$ cat config.mk
export PLATFORM = sky130hd
export DESIGN_NAME = joystick_axis_shaper
export DESIGN_NICKNAME = d
export VERILOG_FILES = /design/src/rtl/jas_pkg.sv /design/src/rtl/jas_front.sv /design/src/rtl/jas_queue.sv /design/src/rtl/jas_back.sv /design/src/rtl/joystick_axis_shaper.sv
export SDC_FILE = /design/constraint.sdc
export NUM_CORES = 1
export LEC_CHECK = 0
export BUFFER_PORTS_ARGS = -buffer_cell sky130_fd_sc_hd__buf_4
export CORE_MARGIN = 2
export CORE_UTILIZATION = 45
export DETAILED_ROUTE_END_ITERATION = 16
export GPL_ROUTABILITY_DRIVEN = 0
export PLACE_DENSITY = 0.57
export SLEW_MARGIN = 30
export SYNTH_ARGS = -nofsm -noshare
export SYNTH_HDL_FRONTEND = slang
export SYNTH_HIERARCHICAL = 1
export SYNTH_SLANG_ARGS = --single-unit
$ cat constraint.sdc
create_clock -name clk -period 20.4 [get_ports clk]
set_input_delay 3.06 -clock clk [delete_from_list [all_inputs] [get_ports clk]]
set_output_delay 3.06 -clock clk [all_outputs]
set_load 0.03 [all_outputs]
$ cat src/rtl/jas_pkg.sv
// Shared types, widths and constants for the joystick axis shaper.
// Used by every module of the block; depends on nothing else.
`timescale 1ns / 1ps
`default_nettype none

package jas_pkg;

	localparam int SAMPLE_W   = 10;
	localparam int MAG_W      = 8;
	localparam int SLEW_W     = 8;
	localparam int FS_W       = 8;
	localparam int NUM_W      = SAMPLE_W + FS_W;
	localparam int CFG_IDX_W  = 3;
	localparam int CFG_DATA_W = 10;
	localparam int QUEUE_DEPTH = 2;

	// slew limiting is active for settings up to this value
	localparam logic [SLEW_W-1:0] SLEW_OFF_ABOVE = 8'd253;
	// (x * 205) >> 10 equals x / 5 for every x up to 255
	localparam logic [7:0] SLEW_RECIP = 8'd205;
	localparam int SLEW_SHIFT = 10;

	localparam logic [SAMPLE_W-1:0] LAST_RESET = 10'd511;
	localparam logic [MAG_W-1:0]    MAG_MAX    = 8'd255;

	// register indexes of the configuration port
	localparam logic [CFG_IDX_W-1:0] REG_SLEW        = 3'd0;
	localparam logic [CFG_IDX_W-1:0] REG_FULL_SCALE  = 3'd1;
	localparam logic [CFG_IDX_W-1:0] REG_BOTTOM      = 3'd2;
	localparam logic [CFG_IDX_W-1:0] REG_MIDDLE_LOW  = 3'd3;
	localparam logic [CFG_IDX_W-1:0] REG_MIDDLE_HIGH = 3'd4;
	localparam logic [CFG_IDX_W-1:0] REG_TOP         = 3'd5;
	localparam logic [CFG_IDX_W-1:0] REG_INVERT      = 3'd6;

	typedef enum logic [1:0] {
		DIR_NONE = 2'd0,
		DIR_POS  = 2'd1,
		DIR_NEG  = 2'd2
	} dir_t;

	typedef struct packed {
		logic [SLEW_W-1:0]   slew_setting;
		logic [FS_W-1:0]     full_scale;
		logic [SAMPLE_W-1:0] bottom_point;
		logic [SAMPLE_W-1:0] middle_low;
		logic [SAMPLE_W-1:0] middle_high;
		logic [SAMPLE_W-1:0] top_point;
		logic                invert_axis;
	} cfg_t;

	// one classified sample on its way from front to back
	typedef struct packed {
		logic [SAMPLE_W-1:0] distance;
		logic [SAMPLE_W-1:0] span;
		dir_t                dir;
	} item_t;

endpackage

`default_nettype wire

$ cat src/rtl/jas_front.sv
// Front end: takes samples, applies slew limiting, classifies against the
// dead band and produces distance/span/direction. Depends on jas_pkg.
`timescale 1ns / 1ps
`default_nettype none

module jas_front (
	input  wire logic                          clk,
	input  wire logic                          arst_n,
	input  wire jas_pkg::cfg_t                 cfg,
	input  wire logic                          push,
	input  wire logic [jas_pkg::SAMPLE_W-1:0]  sample,
	output logic                               full,
	output jas_pkg::item_t                     item,
	input  wire logic                          item_ready,
	output logic                               item_valid
);

	logic                          v_s1, v_s2;
	logic [jas_pkg::SAMPLE_W-1:0]  s_s1;
	jas_pkg::item_t                item_s2;
	logic [jas_pkg::SAMPLE_W-1:0]  last_q;

	logic                          accept, adv1, adv2, s2_free;
	logic                          slew_on;
	logic [jas_pkg::SLEW_W:0]      slew_p2;
	logic [16:0]                   slew_prod;
	logic [jas_pkg::SAMPLE_W-1:0]  step, lim;
	jas_pkg::item_t                cls;
	logic [jas_pkg::SAMPLE_W-1:0]  from;

	assign full       = v_s1;
	assign accept     = push && !v_s1;
	assign adv2       = v_s2 && item_ready;
	assign s2_free    = !v_s2 || adv2;
	assign adv1       = v_s1 && s2_free;
	assign item       = item_s2;
	assign item_valid = v_s2;

	// step = (setting + 2) / 5 via reciprocal multiply
	always_comb begin
		slew_on   = cfg.slew_setting <= jas_pkg::SLEW_OFF_ABOVE;
		slew_p2   = {1'b0, cfg.slew_setting} + 9'd2;
		slew_prod = 17'(slew_p2) * 17'(jas_pkg::SLEW_RECIP);
		step      = jas_pkg::SAMPLE_W'(slew_prod[16:jas_pkg::SLEW_SHIFT]);
		lim       = sample;
		if (sample > last_q && (sample - last_q) > step) begin
			lim = last_q + step;
		end else if (last_q > sample && (last_q - sample) > step) begin
			lim = last_q - step;
		end
		if (!slew_on) begin
			lim = sample;
		end
	end

	// dead band classification
	always_comb begin
		from = (s_s1 > cfg.bottom_point) ? s_s1 : cfg.bottom_point;
		cls  = '{distance: '0, span: '0, dir: jas_pkg::DIR_NONE};
		if (s_s1 < cfg.middle_low) begin
			cls.distance = (cfg.middle_low > from) ? cfg.middle_low - from : '0;
			cls.span = (cfg.middle_low > cfg.bottom_point) ?
				cfg.middle_low - cfg.bottom_point : '0;
			cls.dir  = jas_pkg::DIR_NEG;
		end else if (s_s1 > cfg.middle_high) begin
			cls.distance = s_s1 - cfg.middle_high;
			cls.span = (cfg.top_point > cfg.middle_high) ?
				cfg.top_point - cfg.middle_high : '0;
			cls.dir  = jas_pkg::DIR_POS;
		end
	end

	always_ff @(posedge clk or negedge arst_n) begin
		if (!arst_n) begin
			v_s1   <= 1'b0;
			v_s2   <= 1'b0;
			last_q <= jas_pkg::LAST_RESET;
		end else begin
			if (accept) begin
				v_s1 <= 1'b1;
				if (slew_on) begin
					last_q <= lim;
				end
			end else if (adv1) begin
				v_s1 <= 1'b0;
			end
			if (adv1) begin
				v_s2 <= 1'b1;
			end else if (adv2) begin
				v_s2 <= 1'b0;
			end
		end
	end

	always_ff @(posedge clk) begin
		if (accept) begin
			s_s1 <= lim;
		end
		if (adv1) begin
			item_s2 <= cls;
		end
	end

endmodule

`default_nettype wire

$ cat src/rtl/jas_queue.sv
// Short FIFO of classified items between front and back end.
// Depends on jas_pkg for the item type.
`timescale 1ns / 1ps
`default_nettype none

module jas_queue #(
	parameter int DEPTH = jas_pkg::QUEUE_DEPTH  // power of two, 2 or more
) (
	input  wire logic            clk,
	input  wire logic            arst_n,
	input  wire jas_pkg::item_t  wr_item,
	input  wire logic            wr_valid,   // valid from producer
	output logic                 wr_full,
	output jas_pkg::item_t       rd_item,
	input  wire logic            rd_take,
	output logic                 rd_empty
);

	localparam int PTR_W = $clog2(DEPTH);
	localparam int CNT_W = $clog2(DEPTH + 1);

	jas_pkg::item_t     mem_q [DEPTH];
	logic [PTR_W-1:0]   wr_ptr_q, rd_ptr_q;
	logic [CNT_W-1:0]   count_q;
	logic               do_wr, do_rd;

	assign wr_full  = count_q == CNT_W'(DEPTH);
	assign rd_empty = count_q == '0;
	assign do_wr    = wr_valid && !wr_full;
	assign do_rd    = rd_take && !rd_empty;
	assign rd_item  = mem_q[rd_ptr_q];

	always_ff @(posedge clk or negedge arst_n) begin
		if (!arst_n) begin
			wr_ptr_q <= '0;
			rd_ptr_q <= '0;
			count_q  <= '0;
		end else begin
			if (do_wr) begin
				wr_ptr_q <= wr_ptr_q + 1'b1;
			end
			if (do_rd) begin
				rd_ptr_q <= rd_ptr_q + 1'b1;
			end
			if (do_wr && !do_rd) begin
				count_q <= count_q + 1'b1;
			end else if (do_rd && !do_wr) begin
				count_q <= count_q - 1'b1;
			end
		end
	end

	always_ff @(posedge clk) begin
		if (do_wr) begin
			mem_q[wr_ptr_q] <= wr_item;
		end
	end

	a_count_bound: assert property (@(posedge clk) disable iff (!arst_n)
		count_q <= CNT_W'(DEPTH))
		else $error("queue occupancy beyond depth");

endmodule

`default_nettype wire

$ cat src/rtl/jas_back.sv
// Back end: scales distance by full_scale/span with a bit-serial restoring
// divider, saturates, sets direction and holds the result. Depends on jas_pkg.
`timescale 1ns / 1ps
`default_nettype none

module jas_back (
	input  wire logic                        clk,
	input  wire logic                        arst_n,
	input  wire jas_pkg::cfg_t               cfg,
	input  wire jas_pkg::item_t              item,
	input  wire logic                        item_empty,
	output logic                             item_take,
	input  wire logic                        pop,
	output logic                             out_valid,
	output logic [jas_pkg::MAG_W-1:0]        magnitude,
	output jas_pkg::dir_t                    direction
);

	localparam int CNT_W = $clog2(jas_pkg::NUM_W);
	localparam int SW    = jas_pkg::SAMPLE_W;

	typedef enum logic [3:0] {
		ST_IDLE = 4'b0001,
		ST_MUL  = 4'b0010,
		ST_DIV  = 4'b0100,
		ST_DONE = 4'b1000
	} state_t;

	state_t                          state_q;
	jas_pkg::item_t                  itm_q;
	logic [jas_pkg::NUM_W-1:0]       num_q, num_next;
	logic [SW-1:0]                   rem_q, rem_next;
	logic [CNT_W-1:0]                cnt_q;
	logic [jas_pkg::MAG_W-1:0]       res_q, res_div;
	logic                            out_valid_q;
	logic [jas_pkg::MAG_W-1:0]       mag_q;
	jas_pkg::dir_t                   dir_q, dir_fin;
	logic [SW:0]                     part, trial;
	logic                            ge, out_load;

	assign item_take = (state_q == ST_IDLE) && !item_empty;
	assign out_valid = out_valid_q;
	assign magnitude = mag_q;
	assign direction = dir_q;
	assign out_load  = (state_q == ST_DONE) && (!out_valid_q || pop);

	// one quotient bit per cycle
	always_comb begin
		part     = {rem_q, num_q[jas_pkg::NUM_W-1]};
		trial    = part - {1'b0, itm_q.span};
		ge       = part >= {1'b0, itm_q.span};
		rem_next = ge ? trial[SW-1:0] : part[SW-1:0];
		num_next = {num_q[jas_pkg::NUM_W-2:0], ge};
		res_div  = (|num_next[jas_pkg::NUM_W-1:jas_pkg::MAG_W]) ?
			jas_pkg::MAG_MAX : num_next[jas_pkg::MAG_W-1:0];
	end

	always_comb begin
		dir_fin = itm_q.dir;
		if (res_q == '0) begin
			dir_fin = jas_pkg::DIR_NONE;
		end else if (cfg.invert_axis) begin
			dir_fin = (itm_q.dir == jas_pkg::DIR_NEG) ? jas_pkg::DIR_POS : jas_pkg::DIR_NEG;
		end
	end

	always_ff @(posedge clk or negedge arst_n) begin
		if (!arst_n) begin
			state_q     <= ST_IDLE;
			out_valid_q <= 1'b0;
		end else begin
			case (state_q)
				ST_IDLE: begin
					if (!item_empty) begin
						state_q <= ST_MUL;
					end
				end
				ST_MUL: begin
					if (itm_q.distance == '0 || itm_q.span == '0) begin
						state_q <= ST_DONE;
					end else begin
						state_q <= ST_DIV;
					end
				end
				ST_DIV: begin
					if (cnt_q == '0) begin
						state_q <= ST_DONE;
					end
				end
				ST_DONE: begin
					if (out_load) begin
						state_q <= ST_IDLE;
					end
				end
				default: begin
					state_q <= ST_IDLE;
				end
			endcase
			if (out_load) begin
				out_valid_q <= 1'b1;
			end else if (pop) begin
				out_valid_q <= 1'b0;
			end
		end
	end

	always_ff @(posedge clk) begin
		if (item_take) begin
			itm_q <= item;
		end
		if (state_q == ST_MUL) begin
			num_q <= jas_pkg::NUM_W'(itm_q.distance) * jas_pkg::NUM_W'(cfg.full_scale);
			rem_q <= '0;
			cnt_q <= CNT_W'(jas_pkg::NUM_W - 1);
			res_q <= (itm_q.distance == '0) ? '0 : jas_pkg::MAG_MAX;
		end
		if (state_q == ST_DIV) begin
			num_q <= num_next;
			rem_q <= rem_next;
			cnt_q <= cnt_q - 1'b1;
			if (cnt_q == '0) begin
				res_q <= res_div;
			end
		end
		if (out_load) begin
			mag_q <= res_q;
			dir_q <= dir_fin;
		end
	end

	a_div_span: assert property (@(posedge clk) disable iff (!arst_n)
		state_q == ST_DIV |-> itm_q.span != '0 && rem_q < itm_q.span)
		else $error("divider remainder not below a nonzero span");

	a_take_idle: assert property (@(posedge clk) disable iff (!arst_n)
		item_take |=> state_q == ST_MUL)
		else $error("item taken but scaling did not start");

endmodule

`default_nettype wire

$ cat src/rtl/joystick_axis_shaper.sv
// Joystick axis shaper: slew limiting, dead band, scaling and direction.
// Top level; instantiates jas_front, jas_queue, jas_back; uses jas_pkg.
//
// Usage:
//   Input channel: drive axis_sample and raise push; a transfer happens at
//   a clock edge with push high and full low. Result channel: while empty
//   is low, magnitude and direction show the oldest result; a transfer
//   happens at an edge with pop high and empty low.
//   Configuration: wr_en/wr_index/wr_data write register wr_index
//   (0 slew, 1 full scale, 2 bottom, 3 middle low, 4 middle high,
//   5 top, 6 invert); index 7 is ignored. Write only while idle.
// Path: a scaled sample passes the front stages into the queue, then the
//   back end's multiply and serial divide; a result that needs no division
//   (dead band, zero distance, zero span) skips the divide.
// Flow: the back end takes a new item only when idle, so the serial divider
//   sets the pace (one quotient bit a cycle). The front holds up to two items
//   and the queue holds QUEUE_DEPTH more.
// Reset: registers return to their defaults, last limited sample to 511,
//   all stages and the queue empty.
// Stall: a held result keeps the back end in its final state; the queue
//   then the front fill up and full rises. Nothing is dropped.
`timescale 1ns / 1ps
`default_nettype none

module joystick_axis_shaper #(
	parameter int QUEUE_DEPTH = jas_pkg::QUEUE_DEPTH  // power of two, 2 or more
) (
	input  wire logic                            clk,
	input  wire logic                            arst_n,
	// configuration port
	input  wire logic                            wr_en,
	input  wire logic [jas_pkg::CFG_IDX_W-1:0]   wr_index,
	input  wire logic [jas_pkg::CFG_DATA_W-1:0]  wr_data,
	// input channel
	input  wire logic                            push,
	output logic                                 full,
	input  wire logic [jas_pkg::SAMPLE_W-1:0]    axis_sample,
	// result channel
	output logic                                 empty,
	input  wire logic                            pop,
	output logic [jas_pkg::MAG_W-1:0]            magnitude,
	output logic [1:0]                           direction
);

	jas_pkg::cfg_t   cfg_q;
	jas_pkg::item_t  front_item, queue_item;
	logic            front_valid, front_ready;
	logic            q_full, q_empty, back_take, out_valid;
	jas_pkg::dir_t   back_dir;

	// configuration registers
	always_ff @(posedge clk or negedge arst_n) begin
		if (!arst_n) begin
			cfg_q.slew_setting <= 8'd255;
			cfg_q.full_scale   <= 8'd255;
			cfg_q.bottom_point <= 10'd0;
			cfg_q.middle_low   <= 10'd496;
			cfg_q.middle_high  <= 10'd526;
			cfg_q.top_point    <= 10'd1023;
			cfg_q.invert_axis  <= 1'b0;
		end else if (wr_en) begin
			case (wr_index)
				jas_pkg::REG_SLEW:        cfg_q.slew_setting <= wr_data[jas_pkg::SLEW_W-1:0];
				jas_pkg::REG_FULL_SCALE:  cfg_q.full_scale   <= wr_data[jas_pkg::FS_W-1:0];
				jas_pkg::REG_BOTTOM:      cfg_q.bottom_point <= wr_data[jas_pkg::SAMPLE_W-1:0];
				jas_pkg::REG_MIDDLE_LOW:  cfg_q.middle_low   <= wr_data[jas_pkg::SAMPLE_W-1:0];
				jas_pkg::REG_MIDDLE_HIGH: cfg_q.middle_high  <= wr_data[jas_pkg::SAMPLE_W-1:0];
				jas_pkg::REG_TOP:         cfg_q.top_point    <= wr_data[jas_pkg::SAMPLE_W-1:0];
				jas_pkg::REG_INVERT:      cfg_q.invert_axis  <= wr_data[0];
				default: begin
				end
			endcase
		end
	end

	assign front_ready = !q_full;

	jas_front u_front (
		.clk        (clk),
		.arst_n     (arst_n),
		.cfg        (cfg_q),
		.push       (push),
		.sample     (axis_sample),
		.full       (full),
		.item       (front_item),
		.item_ready (front_ready),
		.item_valid (front_valid)
	);

	jas_queue #(
		.DEPTH (QUEUE_DEPTH)
	) u_queue (
		.clk      (clk),
		.arst_n   (arst_n),
		.wr_item  (front_item),
		.wr_valid (front_valid),
		.wr_full  (q_full),
		.rd_item  (queue_item),
		.rd_take  (back_take),
		.rd_empty (q_empty)
	);

	jas_back u_back (
		.clk        (clk),
		.arst_n     (arst_n),
		.cfg        (cfg_q),
		.item       (queue_item),
		.item_empty (q_empty),
		.item_take  (back_take),
		.pop        (pop),
		.out_valid  (out_valid),
		.magnitude  (magnitude),
		.direction  (back_dir)
	);

	assign empty     = !out_valid;
	assign direction = back_dir;

	a_zero_none: assert property (@(posedge clk) disable iff (!arst_n)
		!empty && magnitude == '0 |-> direction == jas_pkg::DIR_NONE)
		else $error("zero magnitude with a direction");

	a_nonzero_dir: assert property (@(posedge clk) disable iff (!arst_n)
		!empty && magnitude != '0 |-> direction != jas_pkg::DIR_NONE)
		else $error("nonzero magnitude without a direction");

endmodule

`default_nettype wire

==> reports/qor.yml <==
timing:
  rsz0062_at_grt: "no"
  fin_worst_skew_ns: 0.0139
  report.final.slew_viol_count: 0
  setup_viol_count_final: 0
  fin_crit_ns: 8.12
  setup_tns_ns: 0
  hold_viol_final: 0
  tightest_slew_ns: 0.890
  maxSlewHeadroom_pct: 40.4
  fin_hold_ws_ns: 0.441
  max_freq_mhz: 123
  finalCritPeriodShare_pct: 39.8
synth:
  syn_inst: 1748
  synth-seq-cells: 227
  synth-seq-area-share_pct: 35.4
  synth.distinct_cells: 103
  syn_area_um2: 18100
  synth_warnings: 6
  synthFlopType: "edfxtp_1"
  yosysTopAreaCellShare_pct: 23.4
  syn_nets: 2044
  synth_largest_area_cell: "edfxtp_1"
  synthTopCellsByArea: "edfxtp_1, ha_1, fa_1, dfstp_2, mux2_2"
  async_reset_ff_share_pct: 34.4
  synth_edf_count: 141
  syn_area_per_cell_um2: 10.3
worst_hold_path:
  hold_path.class: "flip-flop to flip-flop"
  whs_path_depth: 0
die:
  start_util_pct: 45.6
  die-area_um2: 41800
  rows: 73
  die_y_um: 204
  pin_count: 40
  dieWidth_um: 204
  core_area_um2: 39600
drt:
  wl_met1_mm: 19.8
  vias_per_cell: 5.47
  wl_met2_mm: 18.7
  maxUsedRoutingLayer: "met4"
  drtIter0Drc: 725
  drtAntennaViolNets: 0
  dr_wl_met3_mm: 1.46
  drc: 0
  firstDrtPassIters: 5
  wl_per_cell_um: 17.6
  vias: 12700
  finalWirelength_mm: 41.0
critical_path:
  cp_slowest_stage_delay_ns: 0.60
  rr_worst_depth: 28
  path_delay_family: "adder cells"
  cp_max_fo: 17
  crit_path_start_kind: "flip-flop"
  crit_top_cell: "inv_1"
  cp-end-kind: "flip-flop"
  slowest_stage: "or3_1"
  timing.critical_path.depth: 28
  critical_path_required_ns: 20.68
  arrival_ns: 8.40
  worstPathBufferInverterCount: 6
  criticalPathCategory: "flip-flop to flip-flop"
global_routing:
  grt-ovfl-total: 0
  grt_pass1_vias: 12600
  antenna_found_initial: 0
  grtUsageTotal_pct: 20.1
  grt_max_degree: 41
  grt_pass1_wl_mm: 67.0
layout:
  fillerInstances: 3663
  nNetsFinal: 2083
  drive_above_1_share_pct: 15.0
  seq_area_um2: 6400
  mostFrequentLayoutCell: "inv_1"
  area_delta_synth_final_pct: 9.08
  multi_input_area_um2: 10600
  final_cell_mix: "inv_1, ha_1, edfxtp_1"
  stdcell_count: 2331
place:
  dp.final_hpwl_mm: 32.4
  dpl.cell_count: 2285
  portBuffers: 39
clock_network:
  clkTransAtPathRegs_ns: 0.06
  cts_setup_buffers: 0
  clock_latency_ns: 0.53
  cts_resized: 0
  clk_path_buf_depth: 3
  clockRootBuffer: "clkbuf_16"
  cts_tree: "built"
  ctsHoldBuffers: 0
  numCtsBuffers: 25
  htree_levels: 1
  clock-sinks: 227
job:
  maxCapViolations: 0
outcome:
  outcome: "complete, no violations"
==> state kept, by name (all words and copies together) (netlist names) <==
| name | count |
|---|---|
| u_back/num_q | 18 |
| u_queue/mem_q | 44 |
| u_queue/rd_ptr_q | 1 |
| u_back/cnt_q | 5 |
| u_back/state_q | 4 |
| u_back/magnitude | 8 |
| u_front/item_valid | 1 |
| u_back/itm_q | 22 |
| u_queue/count_q | 2 |
| u_back/out_valid | 1 |
| u_back/direction | 2 |
| u_front/s_s1 | 10 |
| u_front/item | 22 |
| u_back/res_q | 8 |
| u_front/full | 1 |
| u_back/rem_q | 10 |
| u_front/last_q | 10 |
| cfg_q | 57 |
| u_queue/wr_ptr_q | 1 |
==> metrics by stage <==
stage	setup slack [ns]	cell area, µm²	utilization (%)
after CTS	12.35	19700	49.7
after floorplan	13.40	18100	-
after global placement	12.59	18900	47.6
final	12.28	19700	49.7
after global routing	11.73	19700	49.7
after detailed placement	12.39	18900	47.6
==> final timing paths <==
path | from | endpoint | slack [ns]
min | u_front/item[18] | u_queue/mem_q[1][18] | 0.44
max in group asynchronous | arst_n | u_queue/rd_ptr_q | 16.94
max | cfg_q[50] | u_front/s_s1[4] | 12.28
max reg2reg | cfg_q[50] | u_front/s_s1[4] | 12.28
min in group asynchronous | arst_n | u_front/last_q[9] | 2.49
min reg2reg | u_front/item[18] | u_queue/mem_q[1][18] | 0.44
==> synthesized netlist by cell type (5+ instances only) <==
cell type	instances
o22ai_1	12
a22o_1	15
nor2b_1	22
dfrtp_1	33
nand4_1	15
a31oi_1	8
and2_1	74
dfstp_2	45
o211ai_1	5
xor2_1	31
ha_1	198
o21ai_0	56
o21bai_1	7
a21boi_0	16
nand3_1	21
a211oi_1	18
mux2i_1	22
or3_1	10
fa_1	70
or2_2	6
nand2_1	100
edfxtp_1	141
xnor2_1	39
nand2b_1	22
a21o_1	25
o21a_1	14
o2111ai_1	5
buf_2	9
a32o_1	11
mux2_2	80
nor3_1	16
nor2_1	121
dfxtp_1	8
o21ai_1	7
inv_1	226
a21oi_1	88
nand3b_1	6
buf_6	8
clkbuf_1	15
nor4_1	11
==> layer usage <==
layer	up-vias	GRT usage (%)
met5	-	0
met4	0	4.50
met3	65	2.79
met2	227	33.0
met1	6174	28.1
li1	6279	-
==> cell families after synthesis <==
| logic type | Yosys count | share of synthesized area, % |
|---|---|---|
| XOR/XNOR | 72 | 3.65 |
| AO/OA/AOI/OAI | 356 | 13.9 |
| buffers and inverters | 264 | 6.01 |
| adder cells (fa/ha/maj) | 270 | 21.6 |
| AND/OR/NAND/NOR | 456 | 13.1 |
| multiplexers | 103 | 6.29 |
| flip-flops | 227 | 35.4 |
==> cell type report <==
cell class	count	area share (%)
multi-input combinational	1257	53.8
sequential	227	32.5
inverter	226	4.31
tap	525	3.33
clock buffer	26	3.19
timing repair buffer	50	1.91
clock inverter	19	0.965
antenna	1	0.0127
Power is not shown: default switching activity piles up to over one toggle a cycle in this logic, so the estimate is an artifact.
